File: config.mk
export PLATFORM = sky130hd
export DESIGN_NAME = prime_test_nearest_below
export DESIGN_NICKNAME = d
export VERILOG_FILES = /design/src/ptnb_pkg.sv /design/src/ptnb_datapath.sv /design/src/ptnb_ctrl.sv /design/src/prime_test_nearest_below.sv
export SDC_FILE = /design/constraint.sdc
export NUM_CORES = 1
export LEC_CHECK = 0
export BUFFER_PORTS_ARGS = -buffer_cell sky130_fd_sc_hd__buf_2
export CELL_PAD_IN_SITES_DETAIL_PLACEMENT = 0
export CELL_PAD_IN_SITES_GLOBAL_PLACEMENT = 2
export CORE_UTILIZATION = 36
export CTS_BUF_LIST = sky130_fd_sc_hd__clkbuf_2 sky130_fd_sc_hd__clkbuf_4 sky130_fd_sc_hd__clkbuf_8
export DETAILED_ROUTE_END_ITERATION = 7
export PLACE_DENSITY_LB_ADDON = 0.1
export SYNTH_ARGS = -nofsm -noshare
export SYNTH_HDL_FRONTEND = slang
export SYNTH_SLANG_ARGS = --single-unit
File: constraint.sdc
create_clock -name clk -period 3.05 [get_ports clk]
set_input_delay 0.61 -clock clk [delete_from_list [all_inputs] [get_ports clk]]
set_output_delay 0.61 -clock clk [all_outputs]
set_load 0.03 [all_outputs]
File: src/ptnb_pkg.sv
package ptnb_pkg;

    localparam int unsigned FOUND_WIDTH = 31;
    localparam int unsigned FIELD_WIDTH = 32;

    typedef struct packed {
        logic                   action;
        logic [FIELD_WIDTH-1:0] value;
    } req_t;

    typedef struct packed {
        logic                   is_prime;
        logic [FOUND_WIDTH-1:0] prime_found;
    } rsp_t;

    typedef enum logic [2:0] {
        ST_IDLE,
        ST_SETUP,
        ST_DIV_INIT,
        ST_DIV,
        ST_CHECK,
        ST_FINISH
    } state_t;

    typedef struct packed {
        logic load;
        logic dec_cand;
        logic set_div2;
        logic inc_div;
        logic div_start;
        logic div_step;
        logic out_load;
        logic res_flag;
    } cmd_t;

    typedef struct packed {
        logic action;
        logic negative;
        logic lt_two;
        logic le_two;
        logic div_last;
        logic d_gt_q;
        logic rem_zero;
    } status_t;

endpackage

File: src/ptnb_datapath.sv
module ptnb_datapath
    import ptnb_pkg::*;
#(
    parameter int VALUE_WIDTH = 32
)
(
    input  logic    clk,
    input  req_t    req_data,
    input  cmd_t    cmd,
    output status_t status,
    output rsp_t    rsp_data
);

    localparam int CW = (VALUE_WIDTH > 1) ? $clog2(VALUE_WIDTH) : 1;
    localparam logic [VALUE_WIDTH-1:0] TWO = VALUE_WIDTH'(2);
    localparam logic [VALUE_WIDTH-1:0] ONE = VALUE_WIDTH'(1);

    logic                   action_reg;
    logic                   neg_reg;
    logic [VALUE_WIDTH-1:0] cand_reg;
    logic [VALUE_WIDTH-1:0] div_reg;
    logic [VALUE_WIDTH-1:0] num_reg;
    logic [VALUE_WIDTH-1:0] rem_reg;
    logic [CW-1:0]          cnt_reg;
    rsp_t                   rsp_data_reg;

    logic [VALUE_WIDTH+FIELD_WIDTH-1:0] value_ext;
    logic [VALUE_WIDTH+FOUND_WIDTH-1:0] found_ext;
    logic [VALUE_WIDTH:0]               rem_sh;
    logic [VALUE_WIDTH:0]               rem_diff;
    logic                               fits;
    logic [VALUE_WIDTH-1:0]             rem_next;
    rsp_t                               rsp_data_next;

    assign value_ext = {{VALUE_WIDTH{1'b0}}, req_data.value};
    assign found_ext = {{FOUND_WIDTH{1'b0}}, cand_reg};

    assign rem_sh   = {rem_reg, num_reg[VALUE_WIDTH-1]};
    assign rem_diff = rem_sh - {1'b0, div_reg};
    assign fits     = rem_sh >= {1'b0, div_reg};
    assign rem_next = fits ? rem_diff[VALUE_WIDTH-1:0] : rem_sh[VALUE_WIDTH-1:0];

    always_comb
    begin
        rsp_data_next.is_prime    = cmd.res_flag;
        rsp_data_next.prime_found = (cmd.res_flag && action_reg) ?
                                    found_ext[FOUND_WIDTH-1:0] : '0;
    end

    always_ff @(posedge clk)
    begin
        if (cmd.load)
        begin
            action_reg <= req_data.action;
            neg_reg    <= value_ext[VALUE_WIDTH-1];
            cand_reg   <= value_ext[VALUE_WIDTH-1:0];
        end
        else if (cmd.dec_cand)
        begin
            cand_reg <= cand_reg - ONE;
        end

        if (cmd.set_div2)
        begin
            div_reg <= TWO;
        end
        else if (cmd.inc_div)
        begin
            div_reg <= div_reg + ONE;
        end

        if (cmd.div_start)
        begin
            num_reg <= cand_reg;
            rem_reg <= '0;
            cnt_reg <= '0;
        end
        else if (cmd.div_step)
        begin
            num_reg <= {num_reg[VALUE_WIDTH-2:0], fits};
            rem_reg <= rem_next;
            cnt_reg <= cnt_reg + CW'(1);
        end

        if (cmd.out_load)
        begin
            rsp_data_reg <= rsp_data_next;
        end
    end

    assign status.action   = action_reg;
    assign status.negative = neg_reg;
    assign status.lt_two   = cand_reg < TWO;
    assign status.le_two   = cand_reg <= TWO;
    assign status.div_last = cnt_reg == CW'(VALUE_WIDTH - 1);
    assign status.d_gt_q   = div_reg > num_reg;
    assign status.rem_zero = rem_reg == '0;

    assign rsp_data = rsp_data_reg;

endmodule

File: src/ptnb_ctrl.sv
module ptnb_ctrl
    import ptnb_pkg::*;
(
    input  logic    clk,
    input  logic    rst_n,
    input  logic    req_valid,
    input  logic    rsp_stall,
    input  status_t status,
    output logic    req_stall,
    output logic    rsp_valid,
    output cmd_t    cmd
);

    state_t state_reg;
    state_t state_next;
    logic   res_flag_reg;
    logic   res_flag_next;
    logic   rsp_valid_reg;
    logic   rsp_valid_next;
    logic   rsp_free;
    logic   trivial;

    assign rsp_free = !rsp_valid_reg || !rsp_stall;
    assign trivial  = status.negative ||
                      (!status.action && status.lt_two) ||
                      (status.action && status.le_two);

    always_comb
    begin
        state_next = state_reg;
        unique case (state_reg)
            ST_IDLE:
            begin
                if (req_valid)
                begin
                    state_next = ST_SETUP;
                end
            end
            ST_SETUP:
            begin
                state_next = trivial ? ST_FINISH : ST_DIV_INIT;
            end
            ST_DIV_INIT:
            begin
                state_next = ST_DIV;
            end
            ST_DIV:
            begin
                if (status.div_last)
                begin
                    state_next = ST_CHECK;
                end
            end
            ST_CHECK:
            begin
                if (status.d_gt_q)
                begin
                    state_next = ST_FINISH;
                end
                else if (status.rem_zero && !(status.action && !status.le_two))
                begin
                    state_next = ST_FINISH;
                end
                else
                begin
                    state_next = ST_DIV_INIT;
                end
            end
            ST_FINISH:
            begin
                if (rsp_free)
                begin
                    state_next = ST_IDLE;
                end
            end
            default:
            begin
                state_next = ST_IDLE;
            end
        endcase
    end

    always_comb
    begin
        cmd           = '0;
        res_flag_next = res_flag_reg;
        cmd.res_flag  = res_flag_reg;
        unique case (state_reg)
            ST_IDLE:
            begin
                cmd.load = req_valid;
            end
            ST_SETUP:
            begin
                res_flag_next = 1'b0;
                if (!trivial)
                begin
                    cmd.dec_cand = status.action;
                    cmd.set_div2 = 1'b1;
                end
            end
            ST_DIV_INIT:
            begin
                cmd.div_start = 1'b1;
            end
            ST_DIV:
            begin
                cmd.div_step = 1'b1;
            end
            ST_CHECK:
            begin
                if (status.d_gt_q)
                begin
                    res_flag_next = 1'b1;
                end
                else if (status.rem_zero)
                begin
                    if (status.action && !status.le_two)
                    begin
                        cmd.dec_cand = 1'b1;
                        cmd.set_div2 = 1'b1;
                    end
                    else
                    begin
                        res_flag_next = 1'b0;
                    end
                end
                else
                begin
                    cmd.inc_div = 1'b1;
                end
            end
            ST_FINISH:
            begin
                cmd.out_load = rsp_free;
            end
            default:
            begin
                cmd = '0;
            end
        endcase
    end

    always_comb
    begin
        rsp_valid_next = rsp_valid_reg;
        if (cmd.out_load)
        begin
            rsp_valid_next = 1'b1;
        end
        else if (rsp_valid_reg && !rsp_stall)
        begin
            rsp_valid_next = 1'b0;
        end
    end

    always_ff @(posedge clk or negedge rst_n)
    begin
        if (!rst_n)
        begin
            state_reg     <= ST_IDLE;
            res_flag_reg  <= 1'b0;
            rsp_valid_reg <= 1'b0;
        end
        else
        begin
            state_reg     <= state_next;
            res_flag_reg  <= res_flag_next;
            rsp_valid_reg <= rsp_valid_next;
        end
    end

    assign req_stall = state_reg != ST_IDLE;
    assign rsp_valid = rsp_valid_reg;

endmodule

File: src/prime_test_nearest_below.sv
// Sequence: a trivial operand goes from ST_SETUP straight to ST_FINISH; else each divisor
// passes ST_DIV_INIT, ST_DIV (serial remainder) and ST_CHECK, then ST_FINISH registers the response.
// Throughput: one transfer at a time; up to about 46341 divisors per candidate at
// 32 bits, repeated per candidate when searching downward.
// Reset: rst_n asynchronous, active low; clears the state machine and response valid,
// after which the block is ready at once.
module prime_test_nearest_below
    import ptnb_pkg::*;
#(
    parameter int VALUE_WIDTH = 32
)
(
    input  logic clk,
    input  logic rst_n,
    input  logic req_valid,
    output logic req_stall,
    input  req_t req_data,
    output logic rsp_valid,
    input  logic rsp_stall,
    output rsp_t rsp_data
);

    cmd_t    cmd;
    status_t status;

    ptnb_ctrl u_ctrl (
        .clk       (clk),
        .rst_n     (rst_n),
        .req_valid (req_valid),
        .rsp_stall (rsp_stall),
        .status    (status),
        .req_stall (req_stall),
        .rsp_valid (rsp_valid),
        .cmd       (cmd)
    );

    ptnb_datapath #(
        .VALUE_WIDTH (VALUE_WIDTH)
    ) u_datapath (
        .clk      (clk),
        .req_data (req_data),
        .cmd      (cmd),
        .status   (status),
        .rsp_data (rsp_data)
    );

endmodule

Yosys cells after proc, flatten, opt, wreduce, memory -nomap -nowiden
Index checks and enable logic that the tools add are counted.
Operators by class
  add/sub/neg operators: 4
  mux-type cells: 30
  reductions and logical operators: 24
  magnitude comparators: 4
  equal/unequal tests: 11
Operator list (count)
  2-to-1 mux 32 bit: 5
  >= comparator 33 x 32 -> 1 bit: 1
  adder 32 x 1 -> 32 bit (second input constant): 1
  > comparator 32 bit: 1
  <= comparator 32 x 2 -> 1 bit (second input constant): 1
  zero test 32 bit: 1
  < comparator 32 x 2 -> 1 bit (second input constant): 1
  subtractor 32 x 1 -> 32 bit (second input constant): 1
  subtractor 32 bit: 1
  2-to-1 mux 3 bit: 7
  one-hot mux 3 bit (6 select lines): 1
  2-to-1 mux 1 bit: 12
  nonzero test 2 bit: 4
  equality test 3 x 2 -> 1 bit (second input constant): 2
  equality test 3 bit (second input constant): 2
  logical AND 1 bit: 6
  2-to-1 mux 2 bit: 3
  AND reduction 3 bit: 2
  OR reduction 6 bit: 1
  adder 5 x 1 -> 5 bit (second input constant): 1
  equality test 5 bit (second input constant): 1
  zero test 1 bit: 5
  != test 2 bit (second input constant): 2
  one-hot mux 2 bit (2 select lines): 1
  8 further kinds: 10
Storage, ports and cells
  logic and storage cells: 85
  register bits: 172
  input bits: 37

Longest topological paths before layout
Gate-level depths: netlist of the first run.
  depth after elaboration: 9
  mapped depth: 12
  gate-level depth less buffers: 11

By module
From an unflattened synthesis of the first run, not the netlist that was laid out.
Unflattened totals
  cells, all modules: 1194
  area total of the unflattened synthesis: 10616.4 um^2
By module, submodules not included
  ptnb_datapath: times used 1, cells an instance 1144, area each 10206.0 um^2, sequential area each 4324.1 um^2
  ptnb_ctrl: times used 1, cells an instance 50, area each 410.4 um^2, sequential area each 125.1 um^2

Worst setup path before layout of the first run
OpenSTA, ideal clock, no wires.
  path kind: flip-flop to flip-flop
  start: register u_datapath.num_reg[21]
  end: register u_datapath.cand_reg[0] (enable)
  data arrival time: 2.695 ns
  cell stages (with the launch flop): 11
  buffers on the path: 0
  path slack: -0.033 ns
  period minus slack after synthesis: 3.083 ns
  required time: 2.662 ns
  setup time: 0.388 ns
  path through: edfxtp_1 > inv_1 > ha_1 > a21o_1 > a21o_1 > a21oi_1 > o22ai_1 > o31ai_2 > nand3_4 > nand2_1 > a21o_1
Between the ends
  longest elaborated chain between the ends: 4
RTL lines
  start: declaration: line ptnb_datapath.sv:22  | logic [VALUE_WIDTH-1:0] num_reg;
  start signal: assignment: line ptnb_datapath.sv:74  | num_reg <= cand_reg;
  start signal: assignment: line ptnb_datapath.sv:80  | num_reg <= {num_reg[VALUE_WIDTH-2:0], fits};
  > comparator 32 bit: line ptnb_datapath.sv:96  | assign status.d_gt_q = div_reg > num_reg;
  2-to-1 mux 3 bit: line ptnb_ctrl.sv:112  | if (status.d_gt_q)
  one-hot mux 2 bit (2 select lines): line ptnb_ctrl.sv:88  | unique case (state_reg)
  nonzero test 2 bit (no line)
  end signal: assignment: line ptnb_datapath.sv:56  | cand_reg <= value_ext[VALUE_WIDTH-1:0];
  end signal: assignment: line ptnb_datapath.sv:60  | cand_reg <= cand_reg - ONE;
  end: declaration: line ptnb_datapath.sv:20  | logic [VALUE_WIDTH-1:0] cand_reg;
Every way passes these cells.
A chain may end at the register's enable or synchronous reset.

Worst setup path in the final report of the first run
  start: register u_datapath.num_reg[31]
  end: register u_datapath.rem_reg[26]
Between the ends
  longest elaborated chain between the ends: 2
  elaborated cells on any way between the ends: 3
RTL lines
  subtractor 32 bit or >= comparator 33 x 32 -> 1 bit (tied branches): line ptnb_datapath.sv:39, ptnb_datapath.sv:40
  2-to-1 mux 32 bit (*): line ptnb_datapath.sv:41  | assign rem_next = fits ? rem_diff[VALUE_WIDTH-1:0] : rem_sh[VALUE_WIDTH-1:0];
  end signal: assignment: line ptnb_datapath.sv:81  | rem_reg <= rem_next;
  end: declaration: line ptnb_datapath.sv:23  | logic [VALUE_WIDTH-1:0] rem_reg;
Every way passes the cells marked *; elsewhere a longest branch is shown, timed or not.

==> impl_metrics.toml, run 1 <==
[drt]
drt-total-wl_um = 33400
highest_layer = "met4"
first_pass_iters = 5
vias_per_cell = 5.50
route.met3.wl_um = 1190
wl_per_cell_um = 18.7
drt_iter0_drc = 608
via_count = 9829
wl_met2_um = 15100
drt_drc_violations_left = 0
antenna_left = 0
m1WireLength_um = 16800

[finish]
layout_common_cells = "nand2_1, buf_4, edfxtp_1"
regArea_mm2 = 0.00445
design_area_mm2 = 0.0132
nets = 1491
areaGrowthSynthToFinish_pct = 18.9
utilization = 0.441
final_common_cell = "nand2_1"
antennaDiodeCount = 0
instances_no_fill = 1787
drive_above_1_share = 0.198
multi_input_area_mm2 = 0.00614
fill_cells = 3041

[outcome]
outcome = "finished clean"

[critical_path]
cp_cell_sequence = "inv_1 > ha_1 > fa_1 > nand2b_1 > a211oi_2 > o2111ai_1 > a31oi_1 > or2_2 > a41oi_1 > xor2_1 > o211ai_1"
path_buf_inv = 1
cp.arrival_ns = 3.31
cpPeakStageDelay_ns = 0.41
crit_family = "compound AO/OA/AOI/OAI gates"
startpoint_type = "flip-flop"
crit_slowest_cell = "fa_1"
crit_fanout = 3
path_class = "flip-flop to flip-flop"
end_kind = "flip-flop"
crit_required_ns = 3.47

[synthesis]
syn_area_mm2 = 0.0111
synth_top_area_cell = "edfxtp_1"
ys_ff_latch = 172
synth_area_leaders = "edfxtp_1, dfxtp_1, ha_1"
synth.avg_cell_area_um2 = 9.02
ys_async_sr_fraction = 0.0291
ys_seq_area_frac = 0.401
ys_types = 82
synth_edf_count = 98
syn_nets = 1337
synth_ff_type = "edfxtp_1"
syn_inst = 1230
synth_top_area_frac = 0.265
yosys_warnings = 0

[floorplanning]
die_y_um = 178
core_area_mm2 = 0.0300
row_count = 63
fp.dieArea_mm2 = 0.0315
chipWidth_um = 178
initial_core_util = 0.370
pin_count = 71

[place]
pre_cts_slack_ns = 0.0206
place_inst = 1753
place_area_mm2 = 0.0127
port_buffers = 70
dp_hpwl_um = 25100
gp_congestion = 0.858

[grt]
grt_max_degree = 52
antenna_found_initial = 0
grt_pass1_vias = 9537
grt_usage = 0.222
overflow = 0
grt_pass1_wl_um = 53700

[cts]
clkTransAtPathRegs_ns = 0.11
numCtsBuffers = 17
cts_tree = "yes"
clk_latency_ns = 0.50
clock_sinks = 172
cts_max_level = 4
cts_root_buf = "clkbuf_8"
cts.path.max_buffers = 2

[timing]
clock_skew_ns = 0.0173
finalSetupTns_ns = 0
hold_slack_ns = 0.294
max_clock_freq_ghz = 0.345
rsz0062_at_grt = "yes"
period_share = 0.950
timing.final.ws_setup_ns = 0.154
setup_viol = 0
drv_slew = 0
worst_pin_slew_ns = 0.830
fin_crit_ns = 2.90
timing.final.hold_violations = 0
slew_headroom = 0.445

[worst_hold_path]
hold_path_class = "input port to flip-flop"

[power_and_ir_drop]
p_leak_nw = 5.30
p_per_area_mw_per_mm2 = 833
ir_drop_mv = 0.461
finalPower_mw = 11.0

[job]
cap_violations = 0
logic make-up after synthesis:
| logic type | Yosys count | synth area share |
|---|---|---|
| fa+ha+maj | 70 | 0.0796 |
| compound gates | 291 | 0.181 |
| flops | 172 | 0.401 |
| xor+xnor | 55 | 0.0434 |
| simple gates | 472 | 0.216 |
| buf+inv | 142 | 0.0537 |
| mux | 28 | 0.0254 |
cells in the mapped netlist, types with 14 or more instances:
cell type,number
xor2_1,27
nand4_1,27
xnor2_1,28
o211ai_1,37
o311ai_1,15
o21ai_0,80
inv_1,77
a21o_1,30
ha_1,69
nand3_1,83
buf_2,14
nand2_1,157
and3_1,40
nor4_1,24
nor3_1,35
mux2i_1,27
edfxtp_1,98
dfxtp_1,69
a21oi_1,38
nor2_1,46
clkbuf_1,44
metal layers:
metal	global-route usage	up-vias
met5	0	-
met4	0.0495	0
met3	0.0368	20
met2	0.346	177
met1	0.319	4775
li1	-	4857
final cells by class:
class,count,area share
inverters,78,0.0222
clock buffers,19,0.0189
multi-input cells,916,0.465
clock inverters,13,0.0123
well taps,390,0.0370
flip-flops and latches,172,0.337
repair buffers,199,0.107
where the power goes:
part | internal (mW) | total (mW) | leakage [nW] | switching (mW)
combinational | 2.52 | 5.83 | 3.56 | 3.31
clock | 0.833 | 1.77 | 0.204 | 0.942
sequential | 3.05 | 3.40 | 1.54 | 0.342
what timing repair did:
item	4_1_cts	5_1_grt
endpoints found under the setup margin	1	29
setup buffers	0	1
pin swaps	0	6
resized for setup	1	11
endpoints found under the hold margin	5	0
hold buffers	1	0
worst register-to-register path, cell delays in order (launching register included):
cell	delay (ns)
edfxtp_1	0.37
inv_1	0.07
ha_1	0.23
fa_1	0.41
nand2b_1	0.19
a211oi_2	0.30
o2111ai_1	0.31
a31oi_1	0.28
or2_2	0.20
a41oi_1	0.14
xor2_1	0.16
o211ai_1	0.15
final timing paths:
| path | from | end | slack, ns | cells past startpoint |
|---|---|---|---|---|
| max | u_datapath.num_reg[31] | u_datapath.rem_reg[26] | 0.15 | 11 |
| min | req_data[32] | u_datapath.action_reg | 0.29 | 1 |
| max reg2reg | u_datapath.num_reg[31] | u_datapath.rem_reg[26] | 0.15 | 11 |
| min reg2reg | u_datapath.cnt_reg[4] | u_datapath.cnt_reg[4] | 0.45 | 2 |
| max in group asynchronous | rst_n | u_ctrl.state_reg[1] | 2.45 | 2 |
| min in group asynchronous | rst_n | u_ctrl.rsp_valid | 0.45 | 2 |
(Power assumes the default switching activity.)
==> inputs of run 2 (changes only) <==
--- a/config.mk
+++ b/config.mk
@@ -8,8 +8,9 @@
 export BUFFER_PORTS_ARGS = -buffer_cell sky130_fd_sc_hd__buf_2
 export CELL_PAD_IN_SITES_DETAIL_PLACEMENT = 0
 export CELL_PAD_IN_SITES_GLOBAL_PLACEMENT = 2
-export CORE_UTILIZATION = 36
-export CTS_BUF_LIST = sky130_fd_sc_hd__clkbuf_2 sky130_fd_sc_hd__clkbuf_4 sky130_fd_sc_hd__clkbuf_8
+export CORE_UTILIZATION = 40
+export CTS_BUF_LIST = sky130_fd_sc_hd__clkbuf_8
+export CTS_CLUSTER_SIZE = 25
 export DETAILED_ROUTE_END_ITERATION = 7
 export PLACE_DENSITY_LB_ADDON = 0.1
 export SYNTH_ARGS = -nofsm -noshare
==> constraint.sdc (replaced) <==
create_clock -name clk -period 2.9 [get_ports clk]
set_input_delay 0.58 -clock clk [delete_from_list [all_inputs] [get_ports clk]]
set_output_delay 0.58 -clock clk [all_outputs]
set_load 0.03 [all_outputs]
==> impl_metrics.toml, run 2 (synthesized netlist as in run 1, its figures left out) <==
[drt]
vias_per_cell = 5.57
first_pass_iters = 5
drt_iter0_drc = 744
drt-total-wl_um = 32500
drt_drc_violations_left = 0
via_count = 9747
antenna_left = 0
wl_per_cell_um = 18.6

[finish]
design_area_mm2 = 0.0132
drive_above_1_share = 0.207
antennaDiodeCount = 0
layout_common_cells = "nand2_1, buf_4, edfxtp_1"
final_common_cell = "nand2_1"
nets = 1473
areaGrowthSynthToFinish_pct = 18.8
instances_no_fill = 1751

[cts]
cts.path.max_buffers = 2
clock_sinks = 172
cts_tree = "yes"
cts_max_level = 4
cts_root_buf = "clkbuf_8"
clk_latency_ns = 0.49
numCtsBuffers = 17
clkTransAtPathRegs_ns = 0.11

[critical_path]
startpoint_type = "flip-flop"
end_kind = "flip-flop"
cp.arrival_ns = 3.20
crit_required_ns = 3.27
crit_fanout = 27
path_class = "flip-flop to flip-flop"

[timing]
drv_slew = 0
worst_pin_slew_ns = 0.751
fin_crit_ns = 2.82
clock_skew_ns = 0.0255
setup_viol = 0
period_share = 0.974
timing.final.hold_violations = 0
max_clock_freq_ghz = 0.354
finalSetupTns_ns = 0
slew_headroom = 0.498
rsz0062_at_grt = "yes"

[floorplanning]
chipWidth_um = 169
die_y_um = 169
row_count = 60
core_area_mm2 = 0.0271
initial_core_util = 0.409
pin_count = 71
fp.dieArea_mm2 = 0.0284

[place]
place_inst = 1711
gp_congestion = 0.881
place_area_mm2 = 0.0125
port_buffers = 70
dp_hpwl_um = 24200

[job]
cap_violations = 0

[grt]
grt_max_degree = 52
overflow = 0
grt_pass1_vias = 9248
grt_usage = 0.235
grt_pass1_wl_um = 52100
antenna_found_initial = 0

[worst_hold_path]
hold_path_class = "input port to flip-flop"

[outcome]
outcome = "finished clean"

[power_and_ir_drop]
p_per_area_mw_per_mm2 = 870
ir_drop_mv = 0.490
p_leak_nw = 5.26
run 2: final timing paths:
check                                       start                     end  slack [ns]  depth (start not counted)
min                                  req_data[32]   u_datapath.action_reg        0.29                          1
max in group asynchronous                   rst_n     u_ctrl.state_reg[1]        2.34                          2
max                        u_datapath.rem_reg[14]  u_datapath.rem_reg[28]        0.08                         11
max reg2reg                u_datapath.rem_reg[14]  u_datapath.rem_reg[28]        0.08                         11
min reg2reg                 u_datapath.cnt_reg[4]   u_datapath.cnt_reg[4]        0.45                          2
min in group asynchronous                   rst_n        u_ctrl.rsp_valid        0.43                          2
run 2: where the power goes:
group | switching, mW | internal (mW) | total [mW]
Sequential | 0.396 | 3.21 | 3.61
Clock | 1.11 | 0.655 | 1.77
Combinational | 3.49 | 2.60 | 6.09
Total | 5.00 | 6.46 | 11.5
run 2: metrics by stage:
stage	total power [mW]	hold slack (ns)	setup slack [ns]	utilization
after CTS	11.2	0.270	-0.0274	0.479
after global placement	9.32	0.403	-0.307	0.462
final	11.5	0.289	0.0764	0.486
after floorplan	7.54	0.284	0.0789	-
after global routing	12.3	0.269	-0.0721	0.486
after detailed placement	9.33	0.401	-0.253	0.462
run 2: layout make-up:
class / count / area [µm²]
clock buffer: 17 / 234
fill: 2646 / 13900
sequential: 172 / 4460
clock inverter: 15 / 159
timing repair buffer: 181 / 1290
tap: 372 / 465
multi-input combinational: 916 / 6280
inverter: 78 / 293
run 2: timing repair:
| action | CTS | global route |
|---|---|---|
| endpoints found under the hold margin | 5 | 0 |
| hold buffers | 1 | 0 |
| pin swaps | 1 | 10 |
| endpoints found under the setup margin | 26 | 89 |
| resized for setup | 7 | 37 |
| buffers inserted | 1 | 6 |
| cloned | 0 | 0 |
run 2: critical path: stages (launching register included):
cell and delay (ns):
dfxtp_1 0.45, ha_2 0.36, and2_4 0.20, a211oi_1 0.29, a211oi_2 0.10, nor3_4 0.25, a2111oi_4 0.12, buf_4 0.16
nor3_4 0.21, buf_12 0.21, nor4_1 0.08, a311o_1 0.28
run 2: layer usage:
metal  vias up  track usage  wire (µm)
met5         -            0          0
met4         0       0.0407        225
met3        19       0.0297       1160
met2       198        0.370      14600
met1      4710        0.347      16500
li1       4820            -          -
==> inputs of run 3 (changes only) <==
--- a/config.mk
+++ b/config.mk
@@ -13,6 +13,7 @@
 export CTS_CLUSTER_SIZE = 25
 export DETAILED_ROUTE_END_ITERATION = 7
 export PLACE_DENSITY_LB_ADDON = 0.1
+export SETUP_SLACK_MARGIN = 0.15
 export SYNTH_ARGS = -nofsm -noshare
 export SYNTH_HDL_FRONTEND = slang
 export SYNTH_SLANG_ARGS = --single-unit
==> impl_metrics.toml, run 3 (synthesized netlist as in run 1, its figures left out) <==
[outcome]
outcome = "finished clean"

[finish]
final_common_cell = "nand2_1"
nets = 1497
drive_above_1_share = 0.272
areaGrowthSynthToFinish_pct = 26.1
antennaDiodeCount = 0
layout_common_cells = "nand2_1, buf_4, edfxtp_1"

[timing]
period_share = 0.954
timing.final.ws_setup_ns = 0.133
rsz0062_at_grt = "yes"
fin_crit_ns = 2.77
drv_slew = 0
max_clock_freq_ghz = 0.361
worst_pin_slew_ns = 0.954
clock_skew_ns = 0.0341
setup_viol = 0
timing.final.hold_violations = 0
slew_headroom = 0.363

[drt]
antenna_left = 0
wl_met2_um = 15400
drt-total-wl_um = 34400
drt_iter0_drc = 690
m1WireLength_um = 17300
first_pass_iters = 5
via_count = 10100
route.met3.wl_um = 1220
drt_drc_violations_left = 0
vias_per_cell = 5.67
wl_per_cell_um = 19.4
highest_layer = "met4"

[power_and_ir_drop]
finalPower_mw = 12.4
ir_drop_mv = 0.517
p_sw_frac = 0.435
p_per_area_mw_per_mm2 = 888
p_leak_nw = 5.51
switchingPower_mw = 5.41
p_int_mw = 7.02
p_comb_frac = 0.547
pwr-share-clk = 0.158
p_seq_frac = 0.296

[cts]
cts_max_level = 4
clkTransAtPathRegs_ns = 0.12
clock_sinks = 172
numCtsBuffers = 17
cts.path.max_buffers = 2
clk_latency_ns = 0.50
cts_tree = "yes"
cts_root_buf = "clkbuf_8"

[grt]
grt_usage = 0.244
antenna_found_initial = 0
grt_pass1_vias = 9561
grt_max_degree = 52
overflow = 0
grt_pass1_wl_um = 53800

[critical_path]
crit_slowest_cell = "dfxtp_4"
cp.arrival_ns = 3.15
crit_required_ns = 3.29
crit_fanout = 6
cp_cell_sequence = "inv_4 > ha_4 > a211o_1 > o211ai_1 > a211oi_2 > nor3_4 > a2111oi_4 > buf_4 > nor3_4 > buf_8 > nor4_1 > a311o_1"
rr_endpoint = "u_datapath.rem_reg[28]"
cpMostUsedCell = "nor3_4"
reg2reg_from = "u_datapath.div_reg[10]"
r2r_setup_slack_ns = 0.13
end_kind = "flip-flop"
startpoint_type = "flip-flop"
cpPeakStageDelay_ns = 0.39
r2r_cells = 12
path_class = "flip-flop to flip-flop"

[floorplanning]
row_count = 60
core_area_mm2 = 0.0271
pin_count = 71
die_y_um = 169
initial_core_util = 0.409
chipWidth_um = 169
fp.dieArea_mm2 = 0.0284

[job]
cap_violations = 0

[worst_hold_path]
hold_path_end = "u_datapath.action_reg"
hp-start = "req_data[32]"
hold_path_class = "input port to flip-flop"
min_path_cells = 1

[place]
port_buffers = 70
pre_cts_slack_ns = -0.0697
dp_hpwl_um = 24700
gp_congestion = 0.880
[run 3: routing by layer]
metal / track usage / vias to the layer above
li1: - / 4891
met2: 0.380 / 213
met1: 0.358 / 4934
met4: 0.0530 / 0
met5: 0 / -
met3: 0.0318 / 27
[run 3: through the flow]
stage / instances / TNS [ns] / hold slack, ns / utilization / instance area, µm²
after global placement: 1721 / -0.224 / 0.402 / 0.466 / 12600
after detailed placement: 1721 / -0.0961 / 0.401 / 0.466 / 12600
after floorplan: 1230 / 0 / 0.284 / - / 11100
after CTS: 1759 / 0 / 0.235 / 0.488 / 13200
after global routing: 1775 / 0 / 0.246 / 0.516 / 14000
final: 1775 / 0 / 0.265 / 0.516 / 14000
[run 3: how the worst max path moves through the flow]
stage	start	end	slack [ns]	cells after the start
2_1_floorplan	u_datapath.div_reg[4]	u_datapath.rem_reg[28]	0.20	11
3_3_place_gp	u_datapath.num_reg[31]	u_datapath.div_reg[27]	-0.13	13
3_5_place_dp	u_datapath.num_reg[31]	u_datapath.div_reg[27]	-0.07	13
4_1_cts	u_datapath.div_reg[29]	u_datapath.rem_reg[3]	0.14	11
5_1_grt	u_datapath.div_reg[6]	u_datapath.rem_reg[17]	0.04	13
6_report	u_datapath.div_reg[10]	u_datapath.rem_reg[28]	0.13	12
[run 3: critical path: cells and delay by family (launching register included)]
| kind | cells | cell delay, ns |
|---|---|---|
| AO/OA/AOI/OAI | 5 | 0.99 |
| flip-flops | 1 | 0.39 |
| AND/OR/NAND/NOR | 3 | 0.64 |
| buffers and inverters | 3 | 0.44 |
| adder cells (fa/ha/maj) | 1 | 0.20 |
[run 3: power groups by stage]
stage,clock (mW),combinational [mW],sequential (mW)
floorplan,0,4.03,3.51
global placement,0,5.81,3.66
detailed placement,0,5.83,3.66
CTS,2.00,6.02,3.62
global route,2.08,7.49,3.74
finish,1.96,6.80,3.68
[run 3: what timing repair did]
item / in CTS / in global routing
resized for setup: 22 / 122
pin swaps: 7 / 45
hold endpoints to repair: 5 / 0
cloned: 1 / 3
buffers inserted: 4 / 13
setup endpoints to repair: 74 / 95
hold buffers: 1 / 0
[run 3: layout make-up]
type                            instances  area, µm²
Tap cell                              372        465
Timing Repair Buffer                  205       1570
Sequential cell                       172       4480
Inverter                               78        298
Clock inverter                         15        220
Clock buffer                           17        234
Multi-Input combinational cell        916       6730
Fill cell                            2551      13100
